## src/design/rtcc_pkg.sv

```systemverilog
// ----------------------------------------------------------------------------
// rtcc_pkg: shared types, constants and functions for the RTC calendar block
// Register map, request codes, tick-unit operation codes and calendar helpers.
// ----------------------------------------------------------------------------
package rtcc_pkg;

   // Register file geometry
   localparam int NUM_REGS = 24;
   localparam int IDX_W    = 5;                 // width of the bus offset field
   localparam int ADDR_W   = $clog2(NUM_REGS);  // bits that index the file

   // Fixed counter entries
   localparam logic [IDX_W-1:0] SEC_IDX  = IDX_W'(2);
   localparam logic [IDX_W-1:0] MIN_IDX  = IDX_W'(3);
   localparam logic [IDX_W-1:0] HOUR_IDX = IDX_W'(4);
   localparam logic [IDX_W-1:0] WDAY_IDX = IDX_W'(5);
   localparam logic [IDX_W-1:0] DAY_IDX  = IDX_W'(6);
   localparam logic [IDX_W-1:0] MON_IDX  = IDX_W'(7);
   localparam logic [IDX_W-1:0] YEAR_IDX = IDX_W'(9);

   // Request kinds
   typedef enum logic [1:0] {
      REQ_TICK  = 2'd0,
      REQ_READ  = 2'd1,
      REQ_WRITE = 2'd2,
      REQ_NONE  = 2'd3
   } req_kind_type;

   // Tick unit operations
   typedef enum logic [1:0] {
      OP_BUMP = 2'd0,   // increment, wrap at limit, carry on wrap
      OP_WDAY = 2'd1,   // weekday (w mod 7) + 1, always carries
      OP_YEAR = 2'd2    // (y + 1) mod 100, ends the cascade
   } alu_op_type;

   typedef struct packed {
      alu_op_type op;
      logic [7:0] value;
      logic [8:0] limit;
      logic [7:0] wrap_to;
   } alu_req_type;

   typedef struct packed {
      logic [7:0] result;
      logic       carry;
   } alu_rsp_type;

   typedef struct packed {
      logic             en;
      logic [IDX_W-1:0] addr;
      logic [7:0]       data;
   } rf_write_type;

   // Offset lies inside the register file
   function automatic logic in_range(input logic [IDX_W-1:0] a);
      return ({1'b0, a} < 6'(NUM_REGS));
   endfunction

   // w mod 7 by folding octal digits (8 is 1 mod 7)
   function automatic logic [2:0] mod7(input logic [7:0] w);
      logic [4:0] s1;
      logic [3:0] s2;
      s1 = {2'b00, w[2:0]} + {2'b00, w[5:3]} + {3'b000, w[7:6]};
      s2 = {1'b0, s1[2:0]} + {2'b00, s1[4:3]};
      if (s2 >= 4'd7) begin
         s2 = s2 - 4'd7;
      end
      return s2[2:0];
   endfunction

   // Days in month for year 2000 + yr; months out of range count 31
   function automatic logic [4:0] days_in_month(input logic [7:0] mon, input logic [7:0] yr);
      logic leap;
      // 2000..2255: century years are 2000 (leap), 2100 and 2200 (not leap)
      leap = (yr[1:0] == 2'b00) && (yr != 8'd100) && (yr != 8'd200);
      case (mon)
         8'd2:    days_in_month = leap ? 5'd29 : 5'd28;
         8'd4,
         8'd6,
         8'd9,
         8'd11:   days_in_month = 5'd30;
         default: days_in_month = 5'd31;
      endcase
   endfunction

endpackage

```

## src/design/rtcc_alu.sv

```systemverilog
// ----------------------------------------------------------------------------
// rtcc_alu: shared counter unit
// One increment / compare / wrap datapath used for every step of the cascade.
// ----------------------------------------------------------------------------
module rtcc_alu
   import rtcc_pkg::*;
(
   input  alu_req_type alu_req,
   output alu_rsp_type alu_rsp
);

   logic [8:0] sum;

   assign sum = {1'b0, alu_req.value} + 9'd1;

   always_comb begin
      alu_rsp = '0;
      case (alu_req.op)
         OP_BUMP: begin
            if (sum >= alu_req.limit) begin
               alu_rsp.result = alu_req.wrap_to;
               alu_rsp.carry  = 1'b1;
            end else begin
               alu_rsp.result = sum[7:0];
               alu_rsp.carry  = 1'b0;
            end
         end
         OP_WDAY: begin
            alu_rsp.result = {5'd0, mod7(alu_req.value)} + 8'd1;
            alu_rsp.carry  = 1'b1;
         end
         OP_YEAR: begin
            // sum is at most 256, so two conditional subtracts suffice
            if (sum >= 9'd200) begin
               alu_rsp.result = 8'(sum - 9'd200);
            end else if (sum >= 9'd100) begin
               alu_rsp.result = 8'(sum - 9'd100);
            end else begin
               alu_rsp.result = sum[7:0];
            end
            alu_rsp.carry = 1'b0;
         end
         default: begin
            alu_rsp = '0;
         end
      endcase
   end

endmodule

```

## src/design/rtcc_regfile.sv

```systemverilog
// ----------------------------------------------------------------------------
// rtcc_regfile: calendar byte registers
// One write port, one read port; month and year taps feed the day-length test.
// ----------------------------------------------------------------------------
module rtcc_regfile
   import rtcc_pkg::*;
(
   input  logic             clock,
   input  logic             reset,
   input  rf_write_type     wr,
   input  logic [IDX_W-1:0] rd_addr,
   output logic [7:0]       rd_data,
   output logic [7:0]       month,
   output logic [7:0]       year
);

   logic [7:0] regs_ff [NUM_REGS];
   logic [7:0] regs_in [NUM_REGS];

   // Write port; offsets beyond the file are dropped
   always_comb begin
      regs_in = regs_ff;
      if (wr.en && in_range(wr.addr)) begin
         regs_in[wr.addr[ADDR_W-1:0]] = wr.data;
      end
   end

   always_ff @(posedge clock) begin
      if (reset) begin
         regs_ff <= '{default: '0};
      end else begin
         regs_ff <= regs_in;
      end
   end

   // Read port; out-of-range offsets read zero
   assign rd_data = in_range(rd_addr) ? regs_ff[rd_addr[ADDR_W-1:0]] : 8'd0;

   assign month = regs_ff[MON_IDX[ADDR_W-1:0]];
   assign year  = regs_ff[YEAR_IDX[ADDR_W-1:0]];

endmodule

```

## src/design/rtc_calendar_register_file_unit.sv

```systemverilog
// ----------------------------------------------------------------------------
// rtc_calendar_register_file_unit: real-time clock calendar register file
// Byte register file with a one-second tick that advances the calendar.
// ----------------------------------------------------------------------------
// Usage:
//   Request channel (req_valid / req_stall) carries a tick, a read or a write.
//   Response channel (rsp_valid / rsp_stall) returns one byte per read only.
//   A write is stored at the accepting edge.
//   A read first enters the read state; its byte is then loaded into the
//   free output register and stays there until the receiver takes it.
//   A tick enters the tick state and steps the counters from seconds up,
//   ending at the first step without carry or at the year step. The cascade
//   runs through the single shared counter unit, one counter per cycle.
//   req_stall is high while a tick or a read is being worked on.
//   A pending response does not block ticks or writes; a further read waits
//   in its read cycle until the output register is free.
//   Reset clears all 24 registers and any pending response.
// ----------------------------------------------------------------------------
module rtc_calendar_register_file_unit
   import rtcc_pkg::*;
(
   input  logic             clock,
   input  logic             reset,
   input  logic             req_valid,
   output logic             req_stall,
   input  logic [1:0]       req_type,
   input  logic [IDX_W-1:0] req_reg_index,
   input  logic [7:0]       req_write_data,
   output logic             rsp_valid,
   input  logic             rsp_stall,
   output logic [7:0]       rsp_read_data
);

   typedef enum logic [2:0] {
      ST_IDLE = 3'b001,
      ST_TICK = 3'b010,
      ST_READ = 3'b100
   } state_type;

   // Cascade steps
   localparam logic [2:0] STG_SEC  = 3'd0;
   localparam logic [2:0] STG_MIN  = 3'd1;
   localparam logic [2:0] STG_HOUR = 3'd2;
   localparam logic [2:0] STG_WDAY = 3'd3;
   localparam logic [2:0] STG_DAY  = 3'd4;
   localparam logic [2:0] STG_MON  = 3'd5;
   localparam logic [2:0] STG_YEAR = 3'd6;

   typedef struct packed {
      logic [IDX_W-1:0] addr;
      alu_op_type       op;
      logic [8:0]       limit;
      logic [7:0]       wrap_to;
   } stage_desc_type;

   function automatic stage_desc_type stage_desc(input logic [2:0] stg, input logic [4:0] dim);
      stage_desc_type d;
      d = '{addr: SEC_IDX, op: OP_BUMP, limit: 9'd60, wrap_to: 8'd0};
      case (stg)
         STG_SEC:  d = '{addr: SEC_IDX,  op: OP_BUMP, limit: 9'd60, wrap_to: 8'd0};
         STG_MIN:  d = '{addr: MIN_IDX,  op: OP_BUMP, limit: 9'd60, wrap_to: 8'd0};
         STG_HOUR: d = '{addr: HOUR_IDX, op: OP_BUMP, limit: 9'd24, wrap_to: 8'd0};
         STG_WDAY: d = '{addr: WDAY_IDX, op: OP_WDAY, limit: 9'd0,  wrap_to: 8'd0};
         STG_DAY:  d = '{addr: DAY_IDX,  op: OP_BUMP, limit: {4'd0, dim} + 9'd1,
                         wrap_to: 8'd1};
         STG_MON:  d = '{addr: MON_IDX,  op: OP_BUMP, limit: 9'd13, wrap_to: 8'd1};
         STG_YEAR: d = '{addr: YEAR_IDX, op: OP_YEAR, limit: 9'd0,  wrap_to: 8'd0};
         default:  d = '{addr: SEC_IDX,  op: OP_BUMP, limit: 9'd60, wrap_to: 8'd0};
      endcase
      return d;
   endfunction

   state_type        state_ff, state_in;
   logic [2:0]       stage_ff, stage_in;
   logic [IDX_W-1:0] idx_ff, idx_in;
   logic             rsp_valid_ff, rsp_valid_in;
   logic [7:0]       rsp_data_ff, rsp_data_in;

   logic             req_accept;
   logic             rsp_free;
   stage_desc_type   desc;
   alu_req_type      alu_req;
   alu_rsp_type      alu_rsp;
   rf_write_type     rf_wr;
   logic [IDX_W-1:0] rd_addr;
   logic [7:0]       rd_data;
   logic [7:0]       month;
   logic [7:0]       year;

   assign req_stall     = (state_ff != ST_IDLE);
   assign req_accept    = req_valid && (state_ff == ST_IDLE);
   assign rsp_valid     = rsp_valid_ff;
   assign rsp_read_data = rsp_data_ff;
   assign rsp_free      = !rsp_valid_ff || !rsp_stall;

   // Current cascade step and shared unit operands
   assign desc    = stage_desc(stage_ff, days_in_month(month, year));
   assign rd_addr = (state_ff == ST_TICK) ? desc.addr : idx_ff;
   assign alu_req = '{op: desc.op, value: rd_data, limit: desc.limit, wrap_to: desc.wrap_to};

   rtcc_alu u_alu (
      .alu_req (alu_req),
      .alu_rsp (alu_rsp)
   );

   // Write port: bus writes from idle, counter updates from the cascade
   always_comb begin
      rf_wr = '0;
      if (req_accept && (req_type == REQ_WRITE)) begin
         rf_wr = '{en: 1'b1, addr: req_reg_index, data: req_write_data};
      end else if (state_ff == ST_TICK) begin
         rf_wr = '{en: 1'b1, addr: desc.addr, data: alu_rsp.result};
      end
   end

   rtcc_regfile u_regfile (
      .clock   (clock),
      .reset   (reset),
      .wr      (rf_wr),
      .rd_addr (rd_addr),
      .rd_data (rd_data),
      .month   (month),
      .year    (year)
   );

   // Sequencer
   always_comb begin
      state_in     = state_ff;
      stage_in     = stage_ff;
      idx_in       = idx_ff;
      rsp_valid_in = rsp_valid_ff && rsp_stall;
      rsp_data_in  = rsp_data_ff;
      case (state_ff)
         ST_IDLE: begin
            if (req_accept) begin
               case (req_type)
                  REQ_TICK: begin
                     state_in = ST_TICK;
                     stage_in = STG_SEC;
                  end
                  REQ_READ: begin
                     state_in = ST_READ;
                     idx_in   = req_reg_index;
                  end
                  default: begin
                     state_in = ST_IDLE;
                  end
               endcase
            end
         end
         ST_TICK: begin
            if (!alu_rsp.carry || (stage_ff == STG_YEAR)) begin
               state_in = ST_IDLE;
            end else begin
               stage_in = stage_ff + 3'd1;
            end
         end
         ST_READ: begin
            if (rsp_free) begin
               rsp_valid_in = 1'b1;
               rsp_data_in  = rd_data;
               state_in     = ST_IDLE;
            end
         end
         default: begin
            state_in = ST_IDLE;
         end
      endcase
   end

   always_ff @(posedge clock) begin
      if (reset) begin
         state_ff     <= ST_IDLE;
         stage_ff     <= STG_SEC;
         rsp_valid_ff <= 1'b0;
      end else begin
         state_ff     <= state_in;
         stage_ff     <= stage_in;
         rsp_valid_ff <= rsp_valid_in;
      end
   end

   always_ff @(posedge clock) begin
      idx_ff      <= idx_in;
      rsp_data_ff <= rsp_data_in;
   end

`ifndef NO_ASSERTIONS
   // Requests are only taken while the sequencer is idle
   a_accept_idle: assert property (@(posedge clock) disable iff (reset)
      (req_valid && !req_stall) |-> (state_ff == ST_IDLE))
      else $error("request accepted while busy");

   // Cascade never runs past the year step
   a_stage_bound: assert property (@(posedge clock) disable iff (reset)
      (state_ff == ST_TICK) |-> (stage_ff <= STG_YEAR))
      else $error("cascade step out of range");

   // A step without carry ends the tick
   a_tick_end: assert property (@(posedge clock) disable iff (reset)
      (state_ff == ST_TICK && !alu_rsp.carry) |=> (state_ff == ST_IDLE))
      else $error("tick did not end on missing carry");

   // A read with a free output register produces a response next cycle
   a_read_rsp: assert property (@(posedge clock) disable iff (reset)
      (state_ff == ST_READ && rsp_free) |=> (rsp_valid_ff && state_ff == ST_IDLE))
      else $error("read response not delivered");
`endif

endmodule
```

## config.mk

```make
export PLATFORM = sky130hd
export DESIGN_NAME = rtc_calendar_register_file_unit
export DESIGN_NICKNAME = d
export VERILOG_FILES = /design/src/design/rtcc_pkg.sv /design/src/design/rtcc_alu.sv /design/src/design/rtcc_regfile.sv /design/src/design/rtc_calendar_register_file_unit.sv
export SDC_FILE = /design/constraint.sdc
export NUM_CORES = 1
export LEC_CHECK = 0
export ABC_AREA = 1
export BUFFER_PORTS_ARGS = -buffer_cell sky130_fd_sc_hd__buf_2
export CAP_MARGIN = 5
export CORE_ASPECT_RATIO = 0.8
export CORE_MARGIN = 2
export CORE_UTILIZATION = 60
export CTS_CLUSTER_DIAMETER = 120
export DETAILED_ROUTE_END_ITERATION = 10
export MAX_ROUTING_LAYER = met4
export PLACE_DENSITY = 0.84
export SLEW_MARGIN = 20
export SYNTH_ARGS = -nofsm -noshare
export SYNTH_HDL_FRONTEND = slang
export SYNTH_HIERARCHICAL = 1
export SYNTH_SLANG_ARGS = --single-unit
```

## constraint.sdc

```tcl
create_clock -name clock -period 14 [get_ports clock]
set_input_delay 0.7 -clock clock [delete_from_list [all_inputs] [get_ports clock]]
set_output_delay 0.7 -clock clock [all_outputs]
set_load 0.02 [all_outputs]
```

==> results.sh <==
export IMPL_slew_headroom_pct=22.1
export IMPL_clk_pin_slew_ps=70
export IMPL_synthXorXnorAreaFrac_pct=0.528
export IMPL_cts_sinks=212
export IMPL_critPathTopFamily="simple AND/OR/NAND/NOR gates"
export IMPL_max_stage_delay_ps=710
export IMPL_seq_area_frac_synth_pct=37.7
export IMPL_drc_errors=0
export IMPL_r2r_cells=36
export IMPL_synth_area_um2=11600
export IMPL_via_per_inst=5.67
export IMPL_layout_commonest_cell="nand2_1"
export IMPL_yosysUniqueCellTypes=44
export IMPL_synth_fa_ha_area_share_pct=3.93
export IMPL_synth_area_per_cell_um2=6.66
export IMPL_r2r_end="u_regfile/regs_ff[66]"
export IMPL_grt_pass1_wl_mm=51.1
export IMPL_cts_tree="yes"
export IMPL_maxCapViolCount=0
export IMPL_end_kind="register"
export IMPL_fin_nets=1772
export IMPL_path_buf_inv=5
export IMPL_area_growth_pct=6.95
export IMPL_drive_gt1_share_pct=9.00
export IMPL_muxShareOfSynthArea_pct=0
export IMPL_cp_start_kind="register"
export IMPL_post_cts_resized=0
export IMPL_cts_buffers=22
export IMPL_synth_compound_area_share_pct=12.7
export IMPL_status="finished clean"
export IMPL_grt_max_degree=113
export IMPL_fillers=1704
export IMPL_first_pass_iters=5
export IMPL_hpwl_mm=20.3
export IMPL_cts_setup_buffers=0
export IMPL_place_area_um2=11700
export IMPL_drt_first_iter_violations=1298
export IMPL_skew_ps=16.2
export IMPL_htree_num_levels=1
export IMPL_cp_max_fo=65
export IMPL_num_antenna_cells=0
export IMPL_clk_latency_ps=510
export IMPL_wirelength_mm=31.8
export IMPL_synth_seq_cells=212
export IMPL_hold_path_class="primary input to register"
export IMPL_vdd_drop_max_v=0.0000981
export IMPL_crit_top_cell="nand2_1"
export IMPL_track_usage_pct=31.3
export IMPL_ios=29
export IMPL_antenna_found_initial=0
export IMPL_leakage_uw=0.00466
export IMPL_crit_type="register to register"
export IMPL_final_setup_viol_count=0
export IMPL_max_freq_mhz=118
export IMPL_reg2reg_slack_ps=5510
export IMPL_grt_pass1_vias=10191
export IMPL_layout_common_cells="nand2_1 (743), a21oi_1 (207), dfxtp_1 (199), nand3_1 (123), nor2_1 (87)"
export IMPL_synth_simple_area_share_pct=37.9
export IMPL_cp_slowest_cell="inv_1"
export IMPL_crit_end="u_regfile/regs_ff[66]"
export IMPL_routedWlPerCell_um=15.9
export IMPL_rsz0062_at_grt="no"
export IMPL_r2r_start="stage_ff[1]"
export IMPL_port_buffers=28
export IMPL_synth_top_family_by_area="simple AND/OR/NAND/NOR gates"
export IMPL_finalCritPeriodShare_pct=60.7
export IMPL_fp_row_count=45
export IMPL_start_util_pct=61.1
export IMPL_ys_warn_count=6
export IMPL_cts_root_buf="clkbuf_16"
export IMPL_fin_area_um2=12400
export IMPL_ctsLongestPathBuffers=3
export IMPL_setup_tns_final_ps=0
export IMPL_cp_depth=36
export IMPL_period_needed_ps=8490
export IMPL_drtAntennaViolNets=0
export IMPL_worst_slew_pin_slew_ps=1170
export IMPL_synthCells=1743
export IMPL_powerDensity_nw_per_um2=106
export IMPL_gp_congestion=0.949
export IMPL_grt_overflow=0
export IMPL_worstPathArrival_ps=8830
export IMPL_critPathLaunch="stage_ff[1]"
export IMPL_die_x_um=159
export IMPL_die_h_um=128
export IMPL_fp_coreArea_um2=19000
export IMPL_dieArea_um2=20500
export IMPL_final_max_slew_viol_count=0
export IMPL_via_count=11297
export IMPL_cp_required_ps=14340
export IMPL_postCtsHoldBufs=0
export IMPL_finalHoldViolations=0
## cells by family after synthesis
kind of cell | Yosys count
buf+inv | 193
flops | 212
other cells | 1
simple gates | 1019
compound gates | 277
fa+ha+maj | 34
xor+xnor | 7
## worst register-to-register path: cells and delay by family (launching register included)
kind | cells | cell delay (ps)
buffers and inverters | 5 | 1570
DFF | 1 | 370
and+or+nand+nor | 18 | 3030
AOI/OAI and AO/OA | 3 | 550
xor gates and xnor gates | 2 | 360
adders and majority gates | 8 | 2460
## synth_stat cells, drive strengths merged
cell	number	area (µm²)
a21o	1	7.51
o21bai	1	7.51
o21a	1	7.51
nand4	2	12.5
fa	4	80.1
o21ai	44	220
conb	1	3.75
nor2	120	682
nand2	757	2900
or2	3	18.8
o22ai	1	6.26
clkbuf	44	165
xor2	6	52.6
nor3	3	26.3
nor4	1	21.3
o211ai	20	150
xnor2	1	8.76
nand3	130	723
a21oi	208	1050
dfxtp	199	3980
ha	30	375
edfxtp	13	390
a21boi	1	18.8
buf	50	290
nand3b	3	22.5
clkinv	1	3.75
inv	98	375
## state kept, by name, indices dropped and copies added, names as in the netlist
| register | flops |
|---|---|
| state_ff | 3 |
| rsp_read_data | 8 |
| rsp_valid | 1 |
| u_regfile/month | 8 |
| u_regfile/regs_ff | 176 |
| idx_ff | 5 |
| u_regfile/year | 8 |
| stage_ff | 3 |
## per-layer routing
layer | vias to the layer above | GRT usage [%] | wire (µm)
met2 | 564 | 48.9 | 14400
met5 | - | - | 0
met4 | 0 | 10.9 | 956
met1 | 5148 | 42.2 | 13500
met3 | 78 | 3.84 | 2880
li1 | 5507 | - | -
## stage by stage
stage	instances	hold slack (ps)	setup slack (ps)	utilization [%]	total power, µW
finish	1992	386	5510	65.4	1310
CTS	1992	377	5720	65.4	1310
floorplan	1752	437	8090	-	720
global placement	1953	444	5890	61.8	748
detailed placement	1953	450	5790	61.8	750
global route	1992	383	5030	65.4	1350
## final cells by class
| type | count | area [µm²] | share of cell area, % |
|---|---|---|---|
| clock buffer | 35 | 641 | 5.16 |
| clock inverter | 4 | 45.0 | 0.363 |
| inverter | 99 | 379 | 3.06 |
| multi-input combinational | 1347 | 6430 | 51.8 |
| sequential | 212 | 4370 | 35.3 |
| tap | 258 | 323 | 2.60 |
| timing repair buffer | 37 | 214 | 1.72 |
## how the worst min path moves through the flow
| stage | from | endpoint | depth (start not counted) |
|---|---|---|---|
| 4_1_cts | req_reg_index[2] | idx_ff[2] | 1 |
| 6_report | req_reg_index[2] | idx_ff[2] | 1 |
| 5_1_grt | req_reg_index[2] | idx_ff[2] | 1 |
| 3_3_place_gp | u_regfile/regs_ff[77] | u_regfile/regs_ff[77] | 2 |
| 3_5_place_dp | u_regfile/regs_ff[120] | u_regfile/regs_ff[120] | 2 |
| 2_1_floorplan | u_regfile/regs_ff[120] | u_regfile/regs_ff[120] | 2 |
## power by group
group	internal, µW	total [µW]	switching [µW]
Sequential	611	612	1.36
Clock	331	569	238
Combinational	37.7	129	90.8
Power figures use the tool's default switching activity.
